--- src/lane_row_boundary_tracer_macros.svh ---
// ---------------------------------------------------------------------------
// Assertion macros for the lane row boundary tracer.
// ---------------------------------------------------------------------------
`ifndef LANE_ROW_BOUNDARY_TRACER_MACROS_SVH
`define LANE_ROW_BOUNDARY_TRACER_MACROS_SVH
`ifndef SYNTHESIS
`define LRBT_ASSERT_IMP(label, clk, rst_n, a, b) \
	label: assert property (@(posedge clk) disable iff (!rst_n) (a) |-> (b)) \
		else $error("lrbt check failed");
`define LRBT_ASSERT_NXT(label, clk, rst_n, a, b) \
	label: assert property (@(posedge clk) disable iff (!rst_n) (a) |=> (b)) \
		else $error("lrbt check failed");
`else
`define LRBT_ASSERT_IMP(label, clk, rst_n, a, b)
`define LRBT_ASSERT_NXT(label, clk, rst_n, a, b)
`endif
`endif

--- src/lrbt_pkg.sv ---
// ---------------------------------------------------------------------------
// lrbt_pkg
// Shared types and constants of the lane row boundary tracer.
// ---------------------------------------------------------------------------
`timescale 1ns / 1ps
package lrbt_pkg;
	localparam int MAX_RUNS_PER_ROW_DEF = 32;
	localparam int IMAGE_WIDTH_DEF = 1024;
	localparam int CW = 10;
	localparam int QW = 18;

	typedef enum logic [1:0] {
		KIND_BOUNDARY = 2'd0,
		KIND_LEFT     = 2'd1,
		KIND_RIGHT    = 2'd2,
		KIND_OVERFLOW = 2'd3
	} kind_t;

	typedef enum logic [1:0] {
		MODE_NEAREST = 2'd0,
		MODE_FIRST   = 2'd1,
		MODE_LAST    = 2'd2,
		MODE_ALT     = 2'd3
	} mode_t;

	typedef enum logic [2:0] {
		REG_MAX_GAP  = 3'd0,
		REG_MODE     = 3'd1,
		REG_USE_BOT  = 3'd2,
		REG_BOT_X    = 3'd3,
		REG_HIST_X   = 3'd4,
		REG_BR_CAP   = 3'd5
	} reg_t;

	typedef enum logic [2:0] {
		ST_IDLE,
		ST_SEL_RD,
		ST_SEL,
		ST_BR_RD,
		ST_BR,
		ST_EMIT,
		ST_SMOOTH
	} state_t;
endpackage

--- src/lane_row_boundary_tracer.sv ---
// ---------------------------------------------------------------------------
// lane_row_boundary_tracer
// Row-by-row lane boundary selection from buffered mask runs.
// ---------------------------------------------------------------------------
// Run beats are written into a small run buffer; the block is ready for them
// only while the sequencer is idle and the output register is empty. A beat
// with tlast ends the row: a sequencer then walks the buffer twice through one
// shared distance/compare unit, first to choose the lane run (a RAM read step
// and a compare step per buffered run), then again to emit every other run as
// a left or right branch (a read step and a branch step per run, plus any
// output stall), and finally emits the boundary and, for a row with runs,
// smooths the tracked centre in one more step as a weighted sum of two
// products. No result beat is lost while the output is stalled: the sequencer
// waits in its branch and emit steps.
// ---------------------------------------------------------------------------
`timescale 1ns / 1ps
`include "lane_row_boundary_tracer_macros.svh"
module lane_row_boundary_tracer
	import lrbt_pkg::*;
#(
	parameter int MAX_RUNS_PER_ROW = MAX_RUNS_PER_ROW_DEF
) (
	input  logic        clk,
	input  logic        arst_n,
	input  logic        s_tvalid,
	output logic        s_tready,
	// tdata: row[9:0], row_empty[10], run_start[20:11], run_end[30:21], zero fill
	input  logic [31:0] s_tdata,
	input  logic        s_tlast,
	// tuser: frame_start
	input  logic        s_tuser,
	output logic        m_tvalid,
	input  logic        m_tready,
	// tdata: out_row[9:0], left_or_center[19:10], right_col[29:20],
	// filled[30], runs_dropped[31]
	output logic [31:0] m_tdata,
	output logic        m_tlast,
	// tuser: kind
	output logic [1:0]  m_tuser,
	input  logic        cfg_we,
	input  logic [2:0]  cfg_index,
	input  logic [17:0] cfg_wdata
);
	localparam int AW = $clog2(MAX_RUNS_PER_ROW);
	localparam int NW = $clog2(MAX_RUNS_PER_ROW + 1);
	localparam logic [NW-1:0] NMAX = NW'(MAX_RUNS_PER_ROW);

	// Configuration registers.
	logic [9:0]  max_gap_q;
	mode_t       mode_q;
	logic        use_bot_q;
	logic [17:0] bot_x_q, hist_x_q;
	logic [15:0] br_cap_q;

	always_ff @(posedge clk or negedge arst_n) begin
		if (!arst_n) begin
			max_gap_q <= '0;
			mode_q    <= MODE_NEAREST;
			use_bot_q <= 1'b0;
			bot_x_q   <= '0;
			hist_x_q  <= '0;
			br_cap_q  <= 16'd1024;
		end else if (cfg_we) begin
			unique case (reg_t'(cfg_index))
				REG_MAX_GAP: max_gap_q <= cfg_wdata[9:0];
				REG_MODE:    mode_q    <= mode_t'(cfg_wdata[1:0]);
				REG_USE_BOT: use_bot_q <= cfg_wdata[0];
				REG_BOT_X:   bot_x_q   <= cfg_wdata;
				REG_HIST_X:  hist_x_q  <= cfg_wdata;
				REG_BR_CAP:  br_cap_q  <= cfg_wdata[15:0];
				default: ;
			endcase
		end
	end

	// Input field split.
	logic [9:0] in_row, in_start, in_end;
	logic       in_empty;
	assign in_row   = s_tdata[9:0];
	assign in_empty = s_tdata[10];
	assign in_start = s_tdata[20:11];
	assign in_end   = s_tdata[30:21];

	// Tracking state.
	state_t      state_q, state_d;
	logic [17:0] tracked_q;
	logic        first_pend_q, have_bnd_q, halted_q, dropped_q, from_bot_q;
	logic [9:0]  gap_q, last_l_q, last_r_q, row_q;
	logic [15:0] left_tot_q, right_tot_q;
	logic [NW-1:0] n_q, idx_q;
	logic [AW-1:0] chosen_q;
	logic [17:0] best_q, chosen_c_q;
	logic [9:0]  chosen_lo_q, chosen_hi_q;
	logic        bnd_filled_q;

	// Output register.
	logic        ov_q;
	logic [1:0]  o_kind_q;
	logic [9:0]  o_a_q, o_b_q;
	logic        o_fill_q, o_drop_q, o_last_q;
	logic [9:0]  o_row_q;

	logic accept, out_free, frame_clr, halted_eff;
	assign s_tready = (state_q == ST_IDLE) && !ov_q;
	assign accept   = s_tvalid && s_tready;
	assign out_free = !ov_q || m_tready;
	assign frame_clr  = accept && s_tuser;
	assign halted_eff = halted_q && !s_tuser;

	// Run buffer.
	logic [19:0] rd;
	logic [AW-1:0] raddr;
	logic buf_we;
	logic [NW-1:0] n_eff, n_new;
	logic [9:0]  gap_base;
	logic        drop_base;
	assign n_eff  = s_tuser ? '0 : n_q;
	assign buf_we = accept && !halted_eff && !in_empty && (n_eff < NMAX);
	assign n_new  = n_eff + NW'(buf_we);
	assign raddr  = idx_q[AW-1:0];
	// A frame start clears the gap count and the drop flag before the beat counts.
	assign gap_base  = s_tuser ? '0 : gap_q;
	assign drop_base = dropped_q && !s_tuser;

	lrbt_ram #(.WIDTH(20), .DEPTH(MAX_RUNS_PER_ROW)) u_ram (
		.clk(clk), .we(buf_we), .waddr(n_eff[AW-1:0]),
		.wdata({in_start, in_end}), .raddr(raddr), .rdata(rd)
	);

	// Shared distance unit.
	logic [10:0] rsum;
	logic [17:0] rc, dref, run_dist, dh_new, dh_old;
	assign rsum = {1'b0, rd[19:10]} + {1'b0, rd[9:0]};
	assign rc   = {rsum, 7'd0};
	function automatic logic [17:0] adiff(input logic [17:0] a, input logic [17:0] b);
		adiff = (a > b) ? a - b : b - a;
	endfunction
	assign dref     = from_bot_q ? bot_x_q : tracked_q;
	assign run_dist = adiff(rc, dref);
	assign dh_new   = adiff(rc, hist_x_q);
	assign dh_old   = adiff(chosen_c_q, hist_x_q);

	logic [NW-1:0] last_idx;
	assign last_idx = n_q - NW'(1);
	logic is_chosen;
	assign is_chosen = (idx_q[AW-1:0] == chosen_q);
	logic go_left, cap_hit;
	assign go_left = rc < tracked_q;
	assign cap_hit = go_left ? (left_tot_q >= br_cap_q) : (right_tot_q >= br_cap_q);

	// The output register loads on a branch or boundary step; a repeated
	// boundary is only shown while the gap allows it.
	logic o_load, o_show;
	assign o_load = out_free && ((state_q == ST_BR && !is_chosen) || state_q == ST_EMIT);
	assign o_show = !(state_q == ST_EMIT && bnd_filled_q) ||
		(have_bnd_q && gap_q <= max_gap_q);

	// Smoothing: a weighted sum of two products.
	logic [26:0] smooth;
	assign smooth = 27'(27'(tracked_q) * 27'd166 + 27'(chosen_c_q) * 27'd90 + 27'd128);

	// Next state.
	always_comb begin
		state_d = state_q;
		unique case (state_q)
			ST_IDLE:
				if (accept && !halted_eff && s_tlast) begin
					state_d = (n_new == '0) ? ST_EMIT : ST_SEL_RD;
				end
			ST_SEL_RD: state_d = ST_SEL;
			ST_SEL:    state_d = (idx_q == last_idx) ? ST_BR_RD : ST_SEL_RD;
			ST_BR_RD:  state_d = ST_BR;
			ST_BR:
				if (is_chosen) begin
					state_d = (idx_q == last_idx) ? ST_EMIT : ST_BR_RD;
				end else if (out_free) begin
					state_d = cap_hit ? ST_IDLE :
						((idx_q == last_idx) ? ST_EMIT : ST_BR_RD);
				end
			ST_EMIT:
				if (out_free) begin
					state_d = bnd_filled_q ? ST_IDLE : ST_SMOOTH;
				end
			ST_SMOOTH: state_d = ST_IDLE;
			default:   state_d = ST_IDLE;
		endcase
	end

	always_ff @(posedge clk or negedge arst_n) begin
		if (!arst_n) begin
			state_q <= ST_IDLE;
		end else begin
			state_q <= state_d;
		end
	end

	// Datapath and tracking registers.
	always_ff @(posedge clk or negedge arst_n) begin
		if (!arst_n) begin
			tracked_q <= '0; first_pend_q <= 1'b1; have_bnd_q <= 1'b0;
			halted_q <= 1'b0; dropped_q <= 1'b0; gap_q <= '0;
			last_l_q <= '0; last_r_q <= '0; left_tot_q <= '0; right_tot_q <= '0;
			n_q <= '0; idx_q <= '0; from_bot_q <= 1'b0; chosen_q <= '0;
			bnd_filled_q <= 1'b0; ov_q <= 1'b0; row_q <= '0;
			best_q <= '0; chosen_c_q <= '0; chosen_lo_q <= '0; chosen_hi_q <= '0;
			o_kind_q <= '0; o_a_q <= '0; o_b_q <= '0; o_fill_q <= 1'b0;
			o_drop_q <= 1'b0; o_last_q <= 1'b0; o_row_q <= '0;
		end else begin
			if (o_load) begin
				ov_q <= o_show;
			end else if (ov_q && m_tready) begin
				ov_q <= 1'b0;
			end
			unique case (state_q)
				ST_IDLE:
					if (accept) begin
						if (frame_clr) begin
							tracked_q <= hist_x_q; first_pend_q <= 1'b1;
							have_bnd_q <= 1'b0; last_l_q <= '0; last_r_q <= '0;
							left_tot_q <= '0; right_tot_q <= '0; halted_q <= 1'b0;
						end
						if (!halted_eff) begin
							n_q <= n_new;
							row_q <= in_row;
							idx_q <= '0;
							chosen_q <= '0;
							if (s_tlast && n_new == '0) begin
								bnd_filled_q <= 1'b1;
								dropped_q <= 1'b0;
								gap_q <= (gap_base != 10'h3FF) ? gap_base + 10'd1 : gap_base;
							end else begin
								bnd_filled_q <= 1'b0;
								dropped_q <= drop_base || (!in_empty && n_eff >= NMAX);
								gap_q <= gap_base;
							end
							from_bot_q <= (frame_clr ? 1'b1 : first_pend_q) && use_bot_q
								&& (n_new > NW'(1))
								&& (mode_q == MODE_NEAREST || mode_q == MODE_ALT);
						end
					end
				ST_SEL: begin
					if (idx_q == '0) begin
						best_q <= run_dist; chosen_c_q <= rc; chosen_q <= '0;
						chosen_lo_q <= rd[19:10]; chosen_hi_q <= rd[9:0];
					end else if ((mode_q == MODE_FIRST && n_q > NW'(1)) ||
							(mode_q == MODE_LAST && n_q > NW'(1))) begin
						if (mode_q == MODE_LAST) begin
							chosen_c_q <= rc; chosen_q <= idx_q[AW-1:0];
							chosen_lo_q <= rd[19:10]; chosen_hi_q <= rd[9:0];
						end
					end else if (run_dist < best_q ||
							(run_dist == best_q && from_bot_q && dh_new < dh_old)) begin
						best_q <= run_dist; chosen_c_q <= rc; chosen_q <= idx_q[AW-1:0];
						chosen_lo_q <= rd[19:10]; chosen_hi_q <= rd[9:0];
					end
					idx_q <= (idx_q == last_idx) ? '0 : idx_q + NW'(1);
				end
				ST_BR:
					if (is_chosen) begin
						idx_q <= idx_q + NW'(1);
					end else if (out_free) begin
						o_row_q <= row_q; o_b_q <= '0;
						o_fill_q <= 1'b0; o_drop_q <= dropped_q;
						idx_q <= idx_q + NW'(1);
						if (cap_hit) begin
							o_kind_q <= KIND_OVERFLOW; o_a_q <= '0; o_last_q <= 1'b1;
							halted_q <= 1'b1; n_q <= '0; dropped_q <= 1'b0;
						end else begin
							o_kind_q <= go_left ? KIND_LEFT : KIND_RIGHT;
							o_a_q <= rc[17:8]; o_last_q <= 1'b0;
							if (go_left) left_tot_q <= left_tot_q + 16'd1;
							else right_tot_q <= right_tot_q + 16'd1;
						end
					end
				ST_EMIT:
					if (out_free) begin
						o_kind_q <= KIND_BOUNDARY; o_row_q <= row_q; o_last_q <= 1'b1;
						if (bnd_filled_q) begin
							o_a_q <= last_l_q; o_b_q <= last_r_q;
							o_fill_q <= 1'b1; o_drop_q <= 1'b0;
						end else begin
							o_a_q <= chosen_lo_q; o_b_q <= chosen_hi_q;
							o_fill_q <= 1'b0; o_drop_q <= dropped_q;
							last_l_q <= chosen_lo_q; last_r_q <= chosen_hi_q;
							have_bnd_q <= 1'b1; gap_q <= '0;
						end
					end
				ST_SMOOTH: begin
					tracked_q <= from_bot_q ? chosen_c_q : smooth[25:8];
					first_pend_q <= 1'b0; n_q <= '0; dropped_q <= 1'b0;
				end
				default: ;
			endcase
		end
	end

	assign m_tvalid = ov_q;
	assign m_tdata  = {o_drop_q, o_fill_q, o_b_q, o_a_q, o_row_q};
	assign m_tlast  = o_last_q;
	assign m_tuser  = o_kind_q;

	`LRBT_ASSERT_IMP(a_busy_not_ready, clk, arst_n, state_q != ST_IDLE, !s_tready)
	`LRBT_ASSERT_NXT(a_overflow_halts, clk, arst_n,
		m_tvalid && m_tready && m_tuser == KIND_OVERFLOW, halted_q)
	`LRBT_ASSERT_IMP(a_fill_bnd, clk, arst_n, m_tvalid && o_fill_q,
		o_kind_q == KIND_BOUNDARY && o_last_q)
endmodule

--- src/lrbt_ram.sv ---
// ---------------------------------------------------------------------------
// lrbt_ram
// Generic single write port RAM with one registered read port.
// ---------------------------------------------------------------------------
`timescale 1ns / 1ps
module lrbt_ram #(
	parameter int WIDTH = 20,
	parameter int DEPTH = 32
) (
	input  logic                     clk,
	input  logic                     we,
	input  logic [$clog2(DEPTH)-1:0] waddr,
	input  logic [WIDTH-1:0]         wdata,
	input  logic [$clog2(DEPTH)-1:0] raddr,
	output logic [WIDTH-1:0]         rdata
);
	logic [WIDTH-1:0] mem_q [DEPTH];

	always_ff @(posedge clk) begin
		if (we) begin
			mem_q[waddr] <= wdata;
		end
		rdata <= mem_q[raddr];
	end
endmodule

--- config.mk ---
export PLATFORM = sky130hd
export DESIGN_NAME = lane_row_boundary_tracer
export DESIGN_NICKNAME = d
export VERILOG_FILES = /design/src/lrbt_pkg.sv /design/src/lane_row_boundary_tracer.sv /design/src/lrbt_ram.sv
export VERILOG_INCLUDE_DIRS = /design/src /design/src/src
export SDC_FILE = /design/constraint.sdc
export NUM_CORES = 2
export LEC_CHECK = 0
export BUFFER_PORTS_ARGS = -buffer_cell sky130_fd_sc_hd__buf_2
export CAP_MARGIN = 20
export CORE_MARGIN = 10
export CORE_UTILIZATION = 35
export CTS_CLUSTER_SIZE = 8
export DETAILED_ROUTE_END_ITERATION = 12
export GPL_TIMING_DRIVEN = 1
export HOLD_SLACK_MARGIN = 0.15
export PLACE_DENSITY = 0.53
export SYNTH_ARGS = -nofsm -noshare
export SYNTH_HDL_FRONTEND = slang
export SYNTH_HIERARCHICAL = 1
export SYNTH_SLANG_ARGS = --single-unit
export TNS_END_PERCENT = 1
--- constraint.sdc ---
create_clock -name clk -period 9 [get_ports clk]
set_clock_uncertainty 0.15 [all_clocks]
set_input_delay 0.9 -clock clk [delete_from_list [all_inputs] [get_ports clk]]
set_output_delay 0.9 -clock clk [all_outputs]
set_load 0.005 [all_outputs]
## After elaboration in Yosys (flattened, before gate mapping)

Memories as Yosys holds them, arrays and structs flattened. A register that Yosys moved wholly into a read port is not among the register bits.
Index checks and enable logic that the tools add are counted.

- Output and inout port bits: 37
- RAM bits: 640
- Register bits: 273
- Memories kept: 1
- Input bits: 60

- Equal/unequal tests: 35
- Order comparisons: 13
- Bitwise operators: 1
- Muxes and demuxes: 137
- $mul: 2
- Reductions and logical operators: 74
- Add/sub/neg operators: 15

Memories:

| name | words | width | rd ports | clocked after memory_dff | write ports | line | text |
|---|---|---|---|---|---|---|---|
| u_ram.mem_q | 32 | 20 | 1 | 1 | 1 | lrbt_ram.sv:17 | `logic [WIDTH-1:0] mem_q [DEPTH];` |

Operator list:

| cell | count |
|---|---|
| $mux 10 | 28 |
| $mux 18 | 14 |
| $mux 16 | 10 |
| $pmux 10 s2 | 6 |
| $sub 18x18->18 | 6 |
| $mux 6 | 11 |
| $pmux 16 s2 | 2 |
| $gt 18x18->1 | 3 |
| $lt 18x18->1 | 3 |
| $pmux 18 s2 | 1 |
| $pmux 6 s3 | 2 |
| $mux 1 | 33 |
| $add 16x1->16 const B | 2 |
| $ge 16x16->1 | 2 |
| $mux 5 | 6 |
| $add 26x25->26 | 1 |
| $add 26x8->26 const B | 1 |
| $mul 18x7->25 const B | 1 |
| $mul 18x6->24 const B | 1 |
| $mux 3 | 8 |
| $ne 2x2->1 const B | 12 |
| $logic_and 1x1->1 | 23 |
| $eq 18x18->1 | 1 |
| $pmux 3 s6 | 1 |
| other kinds (39) | 99 |

## Longest topological paths before layout

- Word-level depth: 13
- Mapped depth: 30
- Gate-level depth less buffers: 28

## Cells and area by module

The synthesis kept the hierarchy.

Modules (own cells, without submodules):

| module | times used | cells each | area an instance (um2) |
|---|---|---|---|
| lrbt_ram | 1 | 1414 | 25553.3 |
| lane_row_boundary_tracer | 1 | 2501 | 22424.0 |

## Worst setup path after synthesis

No wires, ideal clock.

- Path type: flip-flop to flip-flop
- From: register u_ram.rdata[0], read port of u_ram.mem_q
- To: register chosen_c_q[17]
- Buffers on the path: 2
- Arrival: 6.135 ns
- Stages on the path, launching flop included: 30
- Library setup time: 0.125 ns
- Path slack: 2.590 ns
- Cells stage by stage: dfxtp_1 ha_1 inv_1 fa_1 nor2b_1 o2111ai_1 and3_1 nor3_1 nor2_1 ha_1 a21o_1 a2111oi_0 a311oi_1 a21bo_2 buf_2 mux2_2 nand2_1 nand3_1 a311oi_1 xnor2_1 ha_1 nand4_1 nor3_1 nand4_1 a311o_1 o22ai_2 mux2i_1 o21ai_4 buf_12 mux2_4

- Cells in the longest elaborated chain, start to end: 9
- Elaborated cells between the ends (all ways): 21
- Those cells by class: 5 x add/sub; 4 x order compare; 1 x eq/ne; 6 x mux; 5 x reduce/logical

Ends and longest elaborated chain:

| element | line | text |
|---|---|---|
| from (decl) | lrbt_ram.sv:15 | `output logic [WIDTH-1:0] rdata` |
| $add 10x10->11 (*) | lane_row_boundary_tracer.sv:133 | `assign rsum = {1'b0, rd[19:10]} + {1'b0, rd[9:0]};` |
| parallel branches: the longest is 8 deep, another holds $sub 18x18->18 | -- |  |
| to (signal assigned) | lane_row_boundary_tracer.sv:248 | `chosen_c_q <= rc; chosen_q <= idx_q[AW-1:0];` |
| to (signal assigned) | lane_row_boundary_tracer.sv:253 | `best_q <= run_dist; chosen_c_q <= rc; chosen_q <= idx_q[AW-1:0];` |
| to (decl) | lane_row_boundary_tracer.sv:92 | `logic [17:0] best_q, chosen_c_q;` |

Every way passes the cells marked *. The select of a mux whose other input is x is not followed.
A chain may end at the register's enable or synchronous reset.

## Worst setup path after layout

- From: register u_ram.rdata[0], read port of u_ram.mem_q
- To: register chosen_hi_q[0]

- Cells in the longest elaborated chain, start to end: 9
- Elaborated cells between the ends (all ways): 21
- Those cells by class: 5 x add/sub; 4 x order compare; 1 x eq/ne; 6 x mux; 5 x reduce/logical

Ends and longest elaborated chain:

| element | line | text |
|---|---|---|
| parallel branches: the longest is 9 deep, another holds $sub 18x18->18 | -- |  |
| to (signal assigned) | lane_row_boundary_tracer.sv:244 | `chosen_lo_q <= rd[19:10]; chosen_hi_q <= rd[9:0];` |
| to (signal assigned) | lane_row_boundary_tracer.sv:249 | `chosen_lo_q <= rd[19:10]; chosen_hi_q <= rd[9:0];` |
| to (signal assigned) | lane_row_boundary_tracer.sv:254 | `chosen_lo_q <= rd[19:10]; chosen_hi_q <= rd[9:0];` |
| to (decl) | lane_row_boundary_tracer.sv:93 | `logic [9:0] chosen_lo_q, chosen_hi_q;` |

Parallel ways; which one is timed is not known. The select of a mux whose other input is x is not followed.

==> metrics.txt <==
crit path max fanout 36; maximum number of pins on one net before global-route repair 114; kind of critical path reg -> reg; CP max-delay cell sky130_fd_sc_hd__a21bo_2; placer's final routability congestion estimate 0.851; critical path data required time 9470 ps; post-layout util 40.0%; antenna violations before repair 2; Critical Path AT 8210 ps; number of standard cells in the final layout excluding fillers 5894; number of gates resized after cts 0; DRC errors left 0; average instance area after synthesis 12.3 um^2; Ys Warns 6; total half-perimeter wirelength after legalization and detailed placement 85.1 mm; Syn Std Cell Area 48000 um^2; number of design-rule violations left by the first detailed-router iteration 2079; share of synthesized flip-flops with an asynchronous set or reset 28.7%; ratio of cells with drive above 1 in the final layout 11.7%; instance count of the mapped netlist 3915; total via count in the routed design 30821; DRT Pass-1 Iters 5; detailed-route vias per instance 5.23; max_cap viols 0; CTS Sinks 926; Chip Width 390 um; delay of the slowest cell on the worst path 630 ps; total global-route track usage 16.2%; TritonCTS clock tree done; number of buffers between clock root and the deepest sink 3; # rows 135; min-delay worst type in -> reg; root buffer cell sky130_fd_sc_hd__clkbuf_16; Net count, final 4459; #FFs+latches synth 926; average wire per cell in the routed design 21.2 um; Critical Path Sink Type flop; number of ports placed on the die boundary 97; most frequent CP cell sky130_fd_sc_hd__ha_1; cell count after placement 5689; run status finished clean; count of input and output buffers 95; commonest register cell after synthesis sky130_fd_sc_hd__edfxtp_1; number of different library cells in the post-synthesis netlist 78; Post-Route WL 125 mm; wire length of the first global-routing pass 192 mm; H-tree level count 4; Setup violations, final 0; Fmax achieved 0.129 GHz; setup repair after global routing missed its margin no; starting density of the core 35.3%; Die Height 390 um; Core Footprint 136000 um^2; antenna diode count 0; Layout area overhead 13.2%; remaining antenna violation count 0; count of flip-flops with a built-in enable after synthesis 640; number of global-route vias before repair 31141; number of slew-limit violations in the final report 0; minimum period implied by the final worst setup slack 7740 ps; Final Hold Fails 0; kind of start point of the critical path flop; # fillers 12900; Slew headroom 28.8%; transition time at the pin with the least slew margin 1070 ps; CTS clock-pin slew for the worst setup and hold paths 50 ps; Total Negative Setup Slacks 0 ps; share of the yosys chip area belonging to registers 54.8%; clock latency at the later pin of the worst-skew pair 750 ps; share of the clock period used by the worst path after layout 86.0%; Die Outline Area 152000 um^2; total CTS buffers 135; overflow left after global routing 0; post-synthesis net count 4326
==> cell usage after synthesis (69+ instances only) <==
cell type,count,share of area (%)
sky130_fd_sc_hd__dfrtp_1,264,14
sky130_fd_sc_hd__a21oi_1,167,1.7
sky130_fd_sc_hd__nor2_1,140,1.1
sky130_fd_sc_hd__o21ai_0,144,1.5
sky130_fd_sc_hd__mux2_2,70,1.6
sky130_fd_sc_hd__nor3_1,69,0.72
sky130_fd_sc_hd__nand2_1,309,2.4
sky130_fd_sc_hd__edfxtp_1,640,40
sky130_fd_sc_hd__inv_1,296,2.3
sky130_fd_sc_hd__ha_1,305,8.0
sky130_fd_sc_hd__clkbuf_1,98,0.77
sky130_fd_sc_hd__a22oi_1,86,1.3
sky130_fd_sc_hd__nand3_1,93,0.97
sky130_fd_sc_hd__mux2i_1,398,8.3
==> through the flow <==
stage	setup slack [ps]	instance area [um^2]	hold slack [ps]
after floorplan	2590	48000	289
after global placement	1460	50400	297
after detailed placement	1340	50400	300
after CTS	1300	54300	151
after global routing	830	54300	179
final	1260	54300	201
==> cell families (layout without fill, tap and decap cells) <==
| family | Yosys count | in the layout | synth area share, % |
|---|---|---|---|
| compound gates | 740 | 740 | 10.2 |
| xor+xnor | 109 | 109 | 1.99 |
| fa+ha+maj | 351 | 351 | 9.87 |
| buf+inv | 474 | 672 | 4.51 |
| flops | 926 | 926 | 54.8 |
| mux | 484 | 484 | 10.4 |
| simple gates | 831 | 831 | 8.24 |
==> area by class of cell <==
class / count / area [um^2] / share of cell area (%)
Clock buffer: 188 / 3670 / 6.76
Clock inverter: 14 / 219 / 0.403
Inverter: 296 / 1110 / 2.05
Multi-Input combinational cell: 2515 / 19700 / 36.3
Sequential cell: 926 / 26300 / 48.4
Tap cell: 1781 / 2230 / 4.10
Timing Repair Buffer: 174 / 1110 / 2.05
==> routing by layer <==
layer	track usage [%]	share of wire, %
met5	0	0
met3	2.60	3.8
met2	27.5	49
met4	4.04	1.8
met1	21.4	46
==> timing repair <==
item                       4_1_cts  5_1_grt
buffers inserted                 0        0
setup endpoints to repair        0        0
hold buffers                     2        0
hold endpoints to repair        75        0
==> path summary, 6_finish.rpt <==
path	from	to	slack [ps]	cells past startpoint
worst min-delay path	s_tdata[1]	row_q[1]$_DFFE_PN0P_	200	3
worst min register to register	row_q[1]$_DFFE_PN0P_	o_row_q[1]$_DFFE_PN0P_	310	2
worst max register to register	u_ram/rdata[0]$_DFF_P_	chosen_hi_q[0]$_DFFE_PN0P_	1260	28
min in group asynchronous	arst_n	left_tot_q[12]$_DFFE_PN0P_	580	2
max in group asynchronous	arst_n	idx_q[0]$_DFFE_PN0P_	6660	3
worst max-delay path	u_ram/rdata[0]$_DFF_P_	chosen_hi_q[0]$_DFFE_PN0P_	1260	28
==> layout by cell type, fill, tap and decap left out, types with 30 or more instances in the layout <==
master / count
sky130_fd_sc_hd__buf_4: 74
sky130_fd_sc_hd__nand2_1: 309
sky130_fd_sc_hd__nor2_1: 108
sky130_fd_sc_hd__o21ai_0: 143
sky130_fd_sc_hd__buf_2: 94
sky130_fd_sc_hd__ha_1: 305
sky130_fd_sc_hd__a22o_1: 60
sky130_fd_sc_hd__nand3_1: 92
sky130_fd_sc_hd__nor2b_1: 30
sky130_fd_sc_hd__nand4_1: 48
sky130_fd_sc_hd__clkbuf_16: 139
sky130_fd_sc_hd__clkbuf_1: 48
sky130_fd_sc_hd__dfrtp_1: 262
sky130_fd_sc_hd__nor3_1: 66
sky130_fd_sc_hd__a21o_1: 44
sky130_fd_sc_hd__nand2b_1: 35
sky130_fd_sc_hd__a22oi_1: 86
sky130_fd_sc_hd__mux2i_1: 397
sky130_fd_sc_hd__fa_1: 46
sky130_fd_sc_hd__inv_1: 296
sky130_fd_sc_hd__o21a_1: 33
sky130_fd_sc_hd__xnor2_1: 58
sky130_fd_sc_hd__a31oi_1: 47
sky130_fd_sc_hd__edfxtp_1: 640
sky130_fd_sc_hd__mux2_2: 70
sky130_fd_sc_hd__xor2_1: 51
sky130_fd_sc_hd__a21oi_1: 166
==> critical path, delay by kind of cell (launching register included) <==
family,cells,cell delay [ps]
fa+ha+maj,4,1240
buf+inv,2,310
flops,1,340
compound gates,10,2810
mux,3,930
simple gates,8,1640
xor+xnor,1,120
==> sequential cells by signal, indices dropped and copies added, names as in the netlist, 11 cells and up <==
signal / cells
u_ram/mem_q: 640
u_ram/rdata: 20
best_q: 18
bot_x_q: 18
hist_x_q: 18
tracked_q: 18
br_cap_q: 16
left_tot_q: 16
right_tot_q: 16
chosen_c_q: 11
Power is left out: the tool's default activity adds up to more than one toggle a clock period on the data nets, which glitch-free logic cannot reach.
